==> src/rtl/core/pfa_pkg.sv <==
package pfa_pkg;

    localparam int FRAMES    = 65536;
    localparam int LEVELS    = 8;
    localparam int MAX_ORDER = 10;

    localparam int FRAME_W = 16;
    localparam int ORDER_W = 4;
    localparam int LVL_W   = 3;
    localparam int CODE_W  = 4;
    localparam int COUNT_W = 4;
    localparam int STAT_W  = 2;

    localparam int L1_DEPTH = FRAMES / 4;
    localparam int UP_DEPTH = FRAMES / 12 + 1;
    localparam int LEAF_AW  = $clog2(FRAMES);
    localparam int L1_AW    = $clog2(L1_DEPTH);
    localparam int UP_AW    = $clog2(UP_DEPTH);

    localparam logic [CODE_W-1:0] CODE_CAP = CODE_W'(MAX_ORDER + 1);

    localparam int CFG_IDX_W  = 1;
    localparam int CFG_DATA_W = 4;
    localparam logic [CFG_IDX_W-1:0] CFG_TOP_LEVEL = 1'b0;
    localparam logic [CFG_IDX_W-1:0] CFG_TOP_COUNT = 1'b1;

    localparam logic [STAT_W-1:0] STATUS_DONE   = 2'd0;
    localparam logic [STAT_W-1:0] STATUS_NOFIT  = 2'd1;
    localparam logic [STAT_W-1:0] STATUS_REJECT = 2'd2;

    // Memory selected by a tree level.
    localparam logic [1:0] MEM_LEAF  = 2'd0;
    localparam logic [1:0] MEM_L1    = 2'd1;
    localparam logic [1:0] MEM_UPPER = 2'd2;

    typedef struct packed {
        logic               action;
        logic [ORDER_W-1:0] order;
        logic [FRAME_W-1:0] frame;
    } t_in_item;

    typedef struct packed {
        logic [FRAME_W-1:0] alloc_frame;
        logic [STAT_W-1:0]  status;
    } t_out_item;

    typedef enum logic [1:0] {
        WR_REQ,
        WR_ZERO,
        WR_CALC
    } t_wr_sel;

    typedef struct packed {
        logic               load;
        logic               scan_start;
        logic               idx_inc;
        logic               descend;
        logic               climb_up;
        logic               rd_en;
        logic               rd_child;
        logic [2:0]         k;
        logic               wr_en;
        t_wr_sel            wr_sel;
        logic               set_status;
        logic [STAT_W-1:0]  status;
        logic               clr_en;
        logic [FRAME_W-1:0] clr_addr;
        logic               out_load;
    } t_cmd;

    typedef struct packed {
        logic reject;
        logic is_free;
        logic count_zero;
        logic hit;
        logic scan_last;
        logic at_size;
        logic climb_more;
        logic changed;
    } t_sts;

    // Start of a level inside the packed upper map; levels two and up.
    function automatic logic [UP_AW-1:0] upper_off(input logic [LVL_W-1:0] lvl);
        logic [UP_AW-1:0] off;
        off = '0;
        for (int k = 2; k < LEVELS; k++) begin
            if (LVL_W'(k) < lvl) begin
                off = off + UP_AW'(FRAMES >> (2 * k));
            end
        end
        return off;
    endfunction

endpackage

==> src/rtl/core/pfa_ctrl.sv <==
module pfa_ctrl (
    input  logic          i_clk,
    input  logic          i_rst_n,
    input  logic          i_in_valid,
    output logic          o_in_stall,
    output logic          o_out_valid,
    input  logic          i_out_stall,
    input  pfa_pkg::t_sts i_sts,
    output pfa_pkg::t_cmd o_cmd
);
    import pfa_pkg::*;

    typedef enum logic [3:0] {
        S_CLEAR,
        S_IDLE,
        S_CHECK,
        S_SCAN_RD,
        S_SCAN_EV,
        S_DESC_NEXT,
        S_DESC_RD,
        S_DESC_EV,
        S_WRITE,
        S_CLIMB_RD,
        S_CLIMB_WAIT,
        S_CALC,
        S_DONE
    } t_state;

    t_state             r_state, n_state;
    logic [2:0]         r_k, n_k;
    logic [FRAME_W-1:0] r_clr, n_clr;
    logic               r_out_valid, n_out_valid;
    t_cmd               cmd;

    always_comb begin
        cmd         = '0;
        n_state     = r_state;
        n_k         = r_k;
        n_clr       = r_clr;
        n_out_valid = r_out_valid && i_out_stall;
        cmd.k       = r_k;
        unique case (r_state)
            S_CLEAR: begin
                cmd.clr_en   = 1'b1;
                cmd.clr_addr = r_clr;
                n_clr        = r_clr + FRAME_W'(1);
                if (r_clr == '1) begin
                    n_state = S_IDLE;
                end
            end
            S_IDLE: begin
                if (i_in_valid) begin
                    cmd.load = 1'b1;
                    n_state  = S_CHECK;
                end
            end
            S_CHECK: begin
                if (i_sts.reject) begin
                    cmd.set_status = 1'b1;
                    cmd.status     = STATUS_REJECT;
                    n_state        = S_DONE;
                end else if (i_sts.is_free) begin
                    n_state = S_WRITE;
                end else if (i_sts.count_zero) begin
                    cmd.set_status = 1'b1;
                    cmd.status     = STATUS_NOFIT;
                    n_state        = S_DONE;
                end else begin
                    cmd.scan_start = 1'b1;
                    n_state        = S_SCAN_RD;
                end
            end
            S_SCAN_RD: begin
                cmd.rd_en = 1'b1;
                n_state   = S_SCAN_EV;
            end
            S_SCAN_EV: begin
                if (i_sts.hit) begin
                    n_state = S_DESC_NEXT;
                end else if (i_sts.scan_last) begin
                    cmd.set_status = 1'b1;
                    cmd.status     = STATUS_NOFIT;
                    n_state        = S_DONE;
                end else begin
                    cmd.idx_inc = 1'b1;
                    n_state     = S_SCAN_RD;
                end
            end
            S_DESC_NEXT: begin
                n_k = '0;
                if (i_sts.at_size) begin
                    n_state = S_WRITE;
                end else begin
                    n_state = S_DESC_RD;
                end
            end
            S_DESC_RD: begin
                cmd.rd_en    = 1'b1;
                cmd.rd_child = 1'b1;
                n_state      = S_DESC_EV;
            end
            S_DESC_EV: begin
                if (i_sts.hit) begin
                    cmd.descend = 1'b1;
                    n_state     = S_DESC_NEXT;
                end else if (r_k == 3'd3) begin
                    cmd.set_status = 1'b1;
                    cmd.status     = STATUS_NOFIT;
                    n_state        = S_DONE;
                end else begin
                    n_k     = r_k + 3'd1;
                    n_state = S_DESC_RD;
                end
            end
            S_WRITE: begin
                cmd.wr_en  = 1'b1;
                cmd.wr_sel = i_sts.is_free ? WR_REQ : WR_ZERO;
                n_k        = '0;
                if (i_sts.climb_more) begin
                    cmd.climb_up = 1'b1;
                    n_state      = S_CLIMB_RD;
                end else begin
                    n_state = S_DONE;
                end
            end
            S_CLIMB_RD: begin
                // Four children first, then the parent's own old code.
                cmd.rd_en    = 1'b1;
                cmd.rd_child = r_k != 3'd4;
                if (r_k == 3'd4) begin
                    n_state = S_CLIMB_WAIT;
                end else begin
                    n_k = r_k + 3'd1;
                end
            end
            S_CLIMB_WAIT: begin
                n_state = S_CALC;
            end
            S_CALC: begin
                cmd.wr_en  = 1'b1;
                cmd.wr_sel = WR_CALC;
                n_k        = '0;
                if (i_sts.changed && i_sts.climb_more) begin
                    cmd.climb_up = 1'b1;
                    n_state      = S_CLIMB_RD;
                end else begin
                    n_state = S_DONE;
                end
            end
            S_DONE: begin
                if (!r_out_valid || !i_out_stall) begin
                    cmd.out_load = 1'b1;
                    n_out_valid  = 1'b1;
                    n_state      = S_IDLE;
                end
            end
            default: n_state = S_IDLE;
        endcase
    end

    always_ff @(posedge i_clk) begin
        if (!i_rst_n) begin
            r_state     <= S_CLEAR;
            r_k         <= '0;
            r_clr       <= '0;
            r_out_valid <= 1'b0;
        end else begin
            r_state     <= n_state;
            r_k         <= n_k;
            r_clr       <= n_clr;
            r_out_valid <= n_out_valid;
        end
    end

    assign o_cmd       = cmd;
    assign o_in_stall  = r_state != S_IDLE;
    assign o_out_valid = r_out_valid;

endmodule
==> config.mk <==
export PLATFORM = sky130hd
export DESIGN_NAME = pfa_ctrl
export DESIGN_NICKNAME = d
export VERILOG_FILES = /design/src/rtl/core/pfa_pkg.sv /design/src/rtl/core/pfa_ctrl.sv
export SDC_FILE = /design/constraint.sdc
export NUM_CORES = 1
export LEC_CHECK = 0
export CAP_MARGIN = 30
export CORE_ASPECT_RATIO = 1.1
export CORE_MARGIN = 2
export CORE_UTILIZATION = 55
export DETAILED_ROUTE_END_ITERATION = 7
export DONT_BUFFER_PORTS = 1
export PLACE_DENSITY = 0.7
export SLEW_MARGIN = 20
export SYNTH_ARGS = -nofsm -noshare
export SYNTH_HDL_FRONTEND = slang
export SYNTH_SLANG_ARGS = --single-unit
==> constraint.sdc <==
create_clock -name i_clk -period 2.45 [get_ports i_clk]
set_input_delay 0.1225 -clock i_clk [delete_from_list [all_inputs] [get_ports i_clk]]
set_output_delay 0.1225 -clock i_clk [all_outputs]
set_load 0.05 [all_outputs]
==> metrics.cfg, run 1 <==
[finish]
synthToLayoutAreaGrowth_pct=13.7
fin_cells=273
regArea_um2=480
antenna_cells=0
fin_nets=256
multiInputGateArea_mm2=0.00116
n_fill_cell=260
finalInstanceArea_mm2=0.00195
drive_gt1_frac=0.146

[min_path]
hold_path_class=in -> reg
whs_endpoint=r_state[0]$_SDFFE_PN0P_
hold_depth=3
hold_start=i_in_valid

[yosys]
ys_seq_elements=24
synthCells=225
async_flop_share=0
syn-cell-area_mm2=0.00171
syn_area_per_cell_um2=7.61
yosys_warnings=0
synth_seq_area_share=0.281
synth_ff_type=dfxtp_1
netlist-cell-type-count=48
synth_edf_count=0
syn_nets=241

[timing]
post-route-period-util=0.896
fmax_ghz=0.455
slew_violations=0
final-hold-violation-count=0
grt_setup_unrepaired=no
finalSetupViolations=0
clock_skew_ns=0.0123
worst_pin_slew_ns=0.540
setup-tns-final_ns=0
post-route-min-period_ns=2.20
relSlewSlack=0.639

[critical_path]
cp.arrival_ns=2.07
r2r-end=r_clr[10]$_SDFFE_PN0N_
worst-r2r-setup-slack_ns=0.45
startpoint_type=register
reg2reg_depth=6
critPathMaxFanout=16
r2r-start=r_state[3]$_SDFFE_PN0P_
worstPathRequired_ns=2.33
end_kind=primary output
path_class=reg -> out

[routing]
drc=0
ant_nets=0
drt_first_pass_iters=4
wl_per_cell_um=15.0
vias_per_cell=6.29
routed_wl_um=4080
drt_iter0_drc=193
vias=1717

[clock_network]
clkLatencyLatePin_ns=0.33
clock-sinks=24
clkTransAtPathRegs_ns=0.14
cts.htree.levels=1
clockRootBuffer=clkbuf_4
post-cts-setup-buffers=0
cts_tree=yes
numCtsBuffers=3
clk_path_buf_depth=2

[power]
power_frac_seq=0.541
power.total_uw=743
peakVddDrop_uv=349
switching_share=0.226
p_comb_frac=0.068
power_switching_uw=168
leakage_nw=0.713
p_int_uw=575
clkPwrFrac=0.392
power_density_mw_per_mm2=381

[run]
maxCapViolations=0

[global_route]
antenna_found_initial=0
grt_overflow_total=0
grtUsageTotal=0.238
grt_max_degree=26
first_global_vias=1562
grt_pass1_wl_um=7000

[place]
dp.cells=267
portBuffers=0
dp_hpwl_um=3020
dpl_cell_area_mm2=0.00187
routabilityCongestion=0.921

[floorplan]
coreArea_mm2=0.00300
initial_core_util=0.571
fp.dieArea_mm2=0.00357
ios=48
num_rows=21
die_h_um=62.5
fp.dieW_um=57.2

[outcome]
outcome=completed

==> worst max-delay path, cell delays in order, from the launching register on <==
cell      delay [ns]
dfxtp_1         0.66
nand2b_1        0.28
or3_1           0.48
o21ai_1         0.12
buf_4           0.21
==> power groups by stage <==
stage / Combinational, mW / Sequential (mW) / Clock, mW
after floorplan: 0.0442 / 0.406 / 0
after global placement: 0.0436 / 0.410 / 0
after detailed placement: 0.0449 / 0.410 / 0
after CTS: 0.0502 / 0.402 / 0.295
after global routing: 0.0549 / 0.403 / 0.313
final: 0.0502 / 0.402 / 0.291
==> state kept, by name, summed over array words and instances, names as in the netlist <==
name / flops
r_k: 3
o_out_valid: 1
r_clr: 16
r_state: 4
==> through the flow <==
stage                      util  setup slack, ns  hold slack, ns
after floorplan               -           0.0870           0.277
after global placement    0.626            0.567           0.252
after detailed placement  0.626            0.479           0.247
after CTS                 0.650            0.247          0.0276
after global routing      0.650           0.0272          0.0286
final                     0.650            0.254          0.0245
==> routing by layer <==
layer  vias to the layer above  GRT usage  routed length [um]
li1                        842          -                   -
met1                       807      0.303                1710
met2                        61      0.402                2040
met3                         7     0.0311                 254
met4                         0     0.0930                  82
met5                         -          0                   0
==> how the worst max path moves through the flow <==
stage                             from                      to  slack (ns)  depth (start not counted)
6_report       r_state[2]$_SDFFE_PN0P_               o_cmd[20]        0.25                          4
5_1_grt        r_state[2]$_SDFFE_PN0P_               o_cmd[20]        0.03                          4
4_1_cts        r_state[2]$_SDFFE_PN0P_               o_cmd[18]        0.25                          4
3_5_place_dp   r_state[2]$_SDFFE_PN0P_  r_clr[10]$_SDFFE_PN0N_        0.48                          6
3_3_place_gp   r_state[2]$_SDFFE_PN0P_  r_clr[11]$_SDFFE_PN0N_        0.57                          6
2_1_floorplan  r_state[0]$_SDFFE_PN0P_               o_cmd[31]        0.09                          3
==> logic make-up (layout without fill, tap and decap cells) <==
family | count (synthesis) | count (layout) | share of synthesized area
mux | 4 | 4 | 0.0234
simple gates | 118 | 118 | 0.398
compound gates | 44 | 44 | 0.170
buf+inv | 22 | 36 | 0.0526
fa+ha+maj | 4 | 4 | 0.0292
xor+xnor | 9 | 9 | 0.0461
flops | 24 | 24 | 0.281
==> synth_stat cells (5+ instances only) <==
library cell  count  area share
a21oi_1          12       0.035
and2_1           19       0.069
and3_1            5       0.018
buf_2             5       0.015
clkbuf_1          7       0.015
dfxtp_1          24        0.28
inv_1             9       0.020
nand2_1          18       0.039
nand2b_1          8       0.029
nand3_1           8       0.023
nand4_1           7       0.026
nor2_1           17       0.037
nor3_1            5       0.015
nor4_1            6       0.022
o21ai_0           7       0.020
o31ai_1           5       0.022
or3_1             5       0.018
xor2_1            6       0.031
==> placed cells by master (no fill, tap or decap), types with 2 or more instances in the layout <==
cell type,n
a21oi_1,12
a2bb2oi_1,2
and2_1,19
and3_1,5
buf_4,20
clkbuf_4,3
dfxtp_1,24
dlygate4sd3_1,2
ha_1,4
inv_1,9
mux2i_1,4
nand2_1,18
nand2b_1,8
nand3_1,8
nand4_1,7
nand4b_1,2
nor2_1,17
nor2b_1,3
nor3_1,5
nor4_1,5
o21a_1,4
o21ai_0,6
o22ai_1,2
o31ai_1,4
or2_2,2
or3_1,5
or4_1,4
or4b_1,2
xnor2_1,3
xor2_1,6
==> timing repair <==
item                                   CTS  global route
endpoints found under the hold margin    9             0
setup endpoints to repair                0             0
resized for setup                        0             0
hold buffers                             2             0
==> final cells by class <==
type                    instances  area share
clock buffers                   3      0.0116
flip-flops and latches         24       0.247
inverters                      10      0.0199
clock inverters                 1      0.0154
well taps                      34      0.0219
multi-input cells             179       0.597
repair buffers                 22      0.0874
(Power assumes the default switching activity.)
==> run 2, diff against run 1 <==
clock period = 2.4 ns   (was 2.45 ns; I/O delays follow)
==> run 2 against run 1 <==
- critical path depth stayed put
- utilization unchanged
- first-iteration DRC count decreased by 31%
- routed wire length grew 4.5%
- non-clock buffer count unchanged
- sequential share of layout area did not move
- global-route usage down 0.33 points
- worst hold slack better by 0.024 ns
- sequential cell count did not move
- register-to-register slack got worse by 0.07 ns
- final area is the same
==> metrics.cfg, run 2 (synthesis results as in run 1) <==
[outcome]
outcome=completed

[finish]
top_register=r_clr
antenna_cells=0  ; unchanged
drive_gt1_frac=0.146  ; unchanged
finalInstanceArea_mm2=0.00195  ; unchanged
layout_commonest_cell=dfxtp_1
reg.largest.list=r_clr (16), r_state (4), r_k (3)
fin_nets=256  ; unchanged
largest_register_ff_count=16  ; unchanged
post-route-util=0.650  ; unchanged
layout_common_cells=dfxtp_1 (24), buf_4 (20), and2_1 (19)
synthToLayoutAreaGrowth_pct=13.7  ; unchanged

[critical_path]
end_kind=primary output
crit_chain=nand2b_1 -> or3_1 -> o21ai_1 -> buf_4
crit_family=simple AND/OR/NAND/NOR gates
crit_slowest_cell=dfxtp_1
worstPathRequired_ns=2.28  ; -0.05 ns
r2r-end=r_clr[10]$_SDFFE_PN0N_
worst-r2r-setup-slack_ns=0.38  ; -0.07 ns
path_buf_inv=1  ; unchanged
crit_path_end=o_cmd[20]
startpoint_type=register
r2r-start=r_state[3]$_SDFFE_PN0P_
critPathLaunch=r_state[2]$_SDFFE_PN0P_
path_depth=4  ; unchanged
critPathMaxStageDelay_ns=0.67  ; about the same
critPathMaxFanout=16  ; unchanged
reg2reg_depth=6  ; unchanged
path_class=reg -> out
cp.arrival_ns=2.12  ; +0.05 ns

[floorplan]
ios=48  ; unchanged
die_h_um=62.5  ; unchanged
coreArea_mm2=0.00300  ; unchanged
fp.dieArea_mm2=0.00357  ; unchanged
fp.dieW_um=57.2  ; unchanged
initial_core_util=0.571  ; unchanged
num_rows=21  ; unchanged

[min_path]
hold_path_class=in -> reg
hold_depth=3  ; unchanged

[clock_network]
post-cts-setup-buffers=0  ; unchanged
cts_tree=yes
clkLatencyLatePin_ns=0.33  ; about the same
clkTransAtPathRegs_ns=0.13  ; about the same
clock-sinks=24  ; unchanged
hold_buffers=2  ; unchanged
post_cts_resized=0  ; unchanged
numCtsBuffers=3  ; unchanged
cts.htree.levels=1  ; unchanged
clk_path_buf_depth=2  ; unchanged
clockRootBuffer=clkbuf_4

[power]
leakage_nw=0.713  ; unchanged
power.total_uw=760  ; +2.3%
peakVddDrop_uv=564  ; +62%
power_density_mw_per_mm2=390  ; +2.3%

[timing]
fmax_ghz=0.447
worst_slack_ns=0.162  ; -0.0920 ns
grt_setup_unrepaired=no
finalSetupViolations=0  ; unchanged
post-route-min-period_ns=2.24
slew_violations=0  ; unchanged
final-hold-violation-count=0  ; unchanged
worst_pin_slew_ns=0.570  ; +0.0295 ns
relSlewSlack=0.620  ; -0.0197
setup-tns-final_ns=0  ; unchanged
clock_skew_ns=0.0118  ; -0.000516 ns
post-route-period-util=0.933

[global_route]
grt_max_degree=26  ; unchanged
first_global_vias=1557  ; -0.32%
grt_pass1_wl_um=6890  ; -1.5%
grt_overflow_total=0  ; unchanged
grtUsageTotal=0.235  ; -0.00329
antenna_found_initial=0  ; unchanged

[routing]
met2_length_um=2120  ; +4.3%
drt_iter0_drc=133  ; -31%
vias_per_cell=6.24  ; -0.82%
routed.top_layer=met4
routed-wl-met3_um=204  ; -20%
drc=0  ; unchanged
drt_first_pass_iters=4  ; unchanged
vias=1703  ; -0.82%
routed_wl_um=4270  ; +4.5%
wl_per_cell_um=15.6  ; +4.5%
ant_nets=0  ; unchanged
drt-met1-wl_um=1870  ; +9.5%

[place]
dpl_cell_area_mm2=0.00187  ; unchanged
portBuffers=0  ; unchanged
routabilityCongestion=0.903  ; -1.9%
dp_hpwl_um=3130  ; +3.5%
place_ws_ns=0.422  ; -0.0572 ns

[run]
maxCapViolations=0  ; unchanged

run 2: cell counts in the layout (fill, tap and decap cells not counted):
Identical to the previous run, type by type.
run 2: worst min-delay path by stage:
stage / startpoint / slack (ns) / endpoint
6_report: i_out_stall / 0.05 / o_out_valid$_SDFF_PN0_
3_3_place_gp: i_rst_n / 0.25 / r_clr[9]$_SDFFE_PN0N_
4_1_cts: i_out_stall / 0.06 / o_out_valid$_SDFF_PN0_
2_1_floorplan: i_rst_n / 0.27 / r_clr[15]$_SDFFE_PN0N_
3_5_place_dp: i_rst_n / 0.24 / r_clr[9]$_SDFFE_PN0N_
5_1_grt: i_in_valid / 0.06 / r_state[0]$_SDFFE_PN0P_
run 2: report_power, final:
| part | internal [mW] | switching [mW] | total, mW | leakage (nW) |
|---|---|---|---|---|
| sequential | 0.403 | 0.00675 | 0.410 | 0.194 |
| clock | 0.169 | 0.130 | 0.299 | 0.0279 |
| combinational | 0.0148 | 0.0366 | 0.0514 | 0.491 |
| total | 0.587 | 0.173 | 0.760 | 0.713 |
run 2: area by class of cell:
type	instances	area (um2)
clock buffer	3	22.5
clock inverter	1	30.0
fill	281	1050
inverter	10	38.8
multi-input combinational	179	1160
sequential	24	480
tap	34	42.5
timing repair buffer	22	170
run 2: per-layer routing:
metal  global-route usage  up-vias
met3               0.0290        9
li1                     -      841
met4               0.0785        0
met2                0.411       54
met5                    0        -
met1                0.293      799
run 2: stage by stage:
step	hold slack, ns	cells
after floorplan	0.275	225
after global placement	0.248	267
after detailed placement	0.241	267
after CTS	0.0553	273
after global routing	0.0556	273
final	0.0483	273
run 2: worst reg2reg max path, cell delays in order, from the launching register on:
cell,delay (ns)
dfxtp_1,0.48
nor2_4,0.23
nand3_2,0.14
clkinv_2,0.26
nand3_1,0.23
or4_1,0.46
a21oi_1,0.16
==> run 3, diff against run 2 <==
--- a/config.mk
+++ b/config.mk
@@ -7,2 +7,3 @@
 export LEC_CHECK = 0
+export ABC_CLOCK_PERIOD_IN_PS = 2400
 export CAP_MARGIN = 30
--- a/constraint.sdc
+++ b/constraint.sdc
@@ -3,2 +3,2 @@
 set_output_delay 0.12 -clock i_clk [all_outputs]
-set_load 0.05 [all_outputs]
+set_load 0.01 [all_outputs]
==> run 3 against run 2 <==
- sequential share of layout area is 2.3 points higher
- utilization is 5.5 points lower
- die area stayed put
- fmax is 8.2% higher
- critical path type unchanged
- cell count is 6.2% lower
- non-clock buffer count is 17 lower
- combinational power is 28% lower
==> metrics.cfg, run 3 (synthesis results as in run 1) <==
[outcome]
outcome=completed

[clock_network]
clkLatencyLatePin_ns=0.32  ; about the same
cts_tree=yes
clockRootBuffer=clkbuf_4
clk_path_buf_depth=2  ; unchanged
clkTransAtPathRegs_ns=0.13  ; about the same
numCtsBuffers=3  ; unchanged
post-cts-setup-buffers=0  ; unchanged
clock-sinks=24  ; unchanged
post_cts_resized=0  ; unchanged
hold_buffers=2  ; unchanged
cts.htree.levels=1  ; unchanged

[critical_path]
worst-r2r-setup-slack_ns=0.34  ; -0.04 ns
worstPathRequired_ns=2.28  ; about the same
path_class=reg -> out
r2r-start=r_state[2]$_SDFFE_PN0P_
reg2reg_depth=6  ; unchanged
critPathMaxFanout=5  ; -11
startpoint_type=register
end_kind=primary output
cp.arrival_ns=1.95  ; -0.17 ns
r2r-end=r_clr[13]$_SDFFE_PN0N_

[finish]
fin_nets=239  ; -6.6%
largest_register_ff_count=16  ; unchanged
regArea_um2=480  ; unchanged
n_fill_cell=280  ; -0.36%
layout_common_cells=dfxtp_1 (24), and2_1 (19), nand2_1 (18)
fin_cells=256  ; -6.2%
multiInputGateArea_mm2=0.00114  ; -1.8%
drive_gt1_frac=0.0631  ; -0.0834
layout_commonest_cell=dfxtp_1
antenna_cells=0  ; unchanged
synthToLayoutAreaGrowth_pct=4.09
reg.largest.list=r_clr (16), r_state (4), r_k (3)
finalInstanceArea_mm2=0.00178  ; -8.5%
top_register=r_clr

[global_route]
grt_pass1_wl_um=7200  ; +4.5%
grt_overflow_total=0  ; unchanged
first_global_vias=1610  ; +3.4%
antenna_found_initial=0  ; unchanged
grt_max_degree=26  ; unchanged
grtUsageTotal=0.245  ; +0.0107

[timing]
relSlewSlack=0.635  ; +0.0154
fin_hold_ws_ns=0.0462  ; -0.00204 ns
worst_slack_ns=0.332  ; +0.170 ns
setup-tns-final_ns=0  ; unchanged
slew_violations=0  ; unchanged
post-route-period-util=0.862  ; -0.0710
grt_setup_unrepaired=no
post-route-min-period_ns=2.07  ; -0.170 ns
fmax_ghz=0.484  ; +8.2%
worst_pin_slew_ns=0.534  ; -0.0361 ns
finalSetupViolations=0  ; unchanged
clock_skew_ns=0.00447  ; -0.00728 ns
final-hold-violation-count=0  ; unchanged

[floorplan]
num_rows=21  ; unchanged
die_h_um=62.5  ; unchanged
ios=48  ; unchanged
initial_core_util=0.571  ; unchanged
fp.dieArea_mm2=0.00357  ; unchanged
fp.dieW_um=57.2  ; unchanged
coreArea_mm2=0.00300  ; unchanged

[min_path]
hold_path_class=in -> reg
hold_start=i_out_stall
hold_depth=3  ; unchanged
whs_endpoint=o_out_valid$_SDFF_PN0_

[routing]
drt_iter0_drc=103  ; -23%
routed_wl_um=4190  ; -1.9%
drc=0  ; unchanged
wl_per_cell_um=16.4  ; +4.7%
vias=1653  ; -2.9%
drt_first_pass_iters=4  ; unchanged
ant_nets=0  ; unchanged
vias_per_cell=6.46  ; +3.5%

[power]
peakVddDrop_uv=368  ; -35%
power_density_mw_per_mm2=370  ; -5.3%
leakage_nw=0.609  ; -14%

[place]
dpl_cell_area_mm2=0.00173  ; -7.9%
dp_hpwl_um=3120  ; about the same
routabilityCongestion=0.893  ; -1.1%
dp.cells=250  ; -6.4%
portBuffers=0  ; unchanged
place_ws_ns=0.371  ; -0.0505 ns

[run]
maxCapViolations=0  ; unchanged

## run 3: changes by cell type in the layout (fill, tap and decap cells not counted), sizes merged
cell	change
buf	-17
clkbuf	+1
bufinv	-1
## run 3: worst max path at each step
stage	startpoint	endpoint
floorplan	r_k[0]$_SDFFE_PN0P_	r_k[1]$_SDFFE_PN0P_
global placement	r_state[2]$_SDFFE_PN0P_	r_clr[11]$_SDFFE_PN0N_
detailed placement	r_state[2]$_SDFFE_PN0P_	r_clr[11]$_SDFFE_PN0N_
CTS	r_state[2]$_SDFFE_PN0P_	r_clr[11]$_SDFFE_PN0N_
global route	r_state[2]$_SDFFE_PN0P_	r_clr[12]$_SDFFE_PN0N_
finish	r_k[0]$_SDFFE_PN0P_	o_cmd[20]
## run 3: critical path, stage by stage, from the launching register on
cell and delay [ns]:
dfxtp_1 0.50, ha_1 0.20, ha_1 0.17, and3_1 0.16, a31oi_1 0.04, or3_1 0.38, o21ai_0 0.19
## run 3: where the power goes
group	internal (mW)	switching (mW)	leakage (nW)
sequential	0.403	0.00693	0.194
clock	0.0928	0.119	0.0210
combinational	0.0148	0.0223	0.395
## run 3: metal layers
layer  part of all wire  global-route usage  routed length, um  up-vias
met5                  0                   0                  0        -
met4              0.023               0.113                 96        0
met2               0.51               0.415               2120       62
li1                   -                   -                  -      805
met3              0.059              0.0414                249        9
met1               0.41               0.299               1730      777
## run 3: final cells by class
class / count / area share
inverter: 10 / 0.0218
clock buffer: 4 / 0.0204
timing repair buffer: 5 / 0.0239
sequential: 24 / 0.270
multi-input combinational: 179 / 0.640
tap: 34 / 0.0239
## run 3: stage by stage
step / util / power (mW)
final: 0.595 / 0.659
after global routing: 0.595 / 0.687
after CTS: 0.595 / 0.664
after detailed placement: 0.576 / 0.450
after global placement: 0.576 / 0.449
after floorplan: - / 0.446
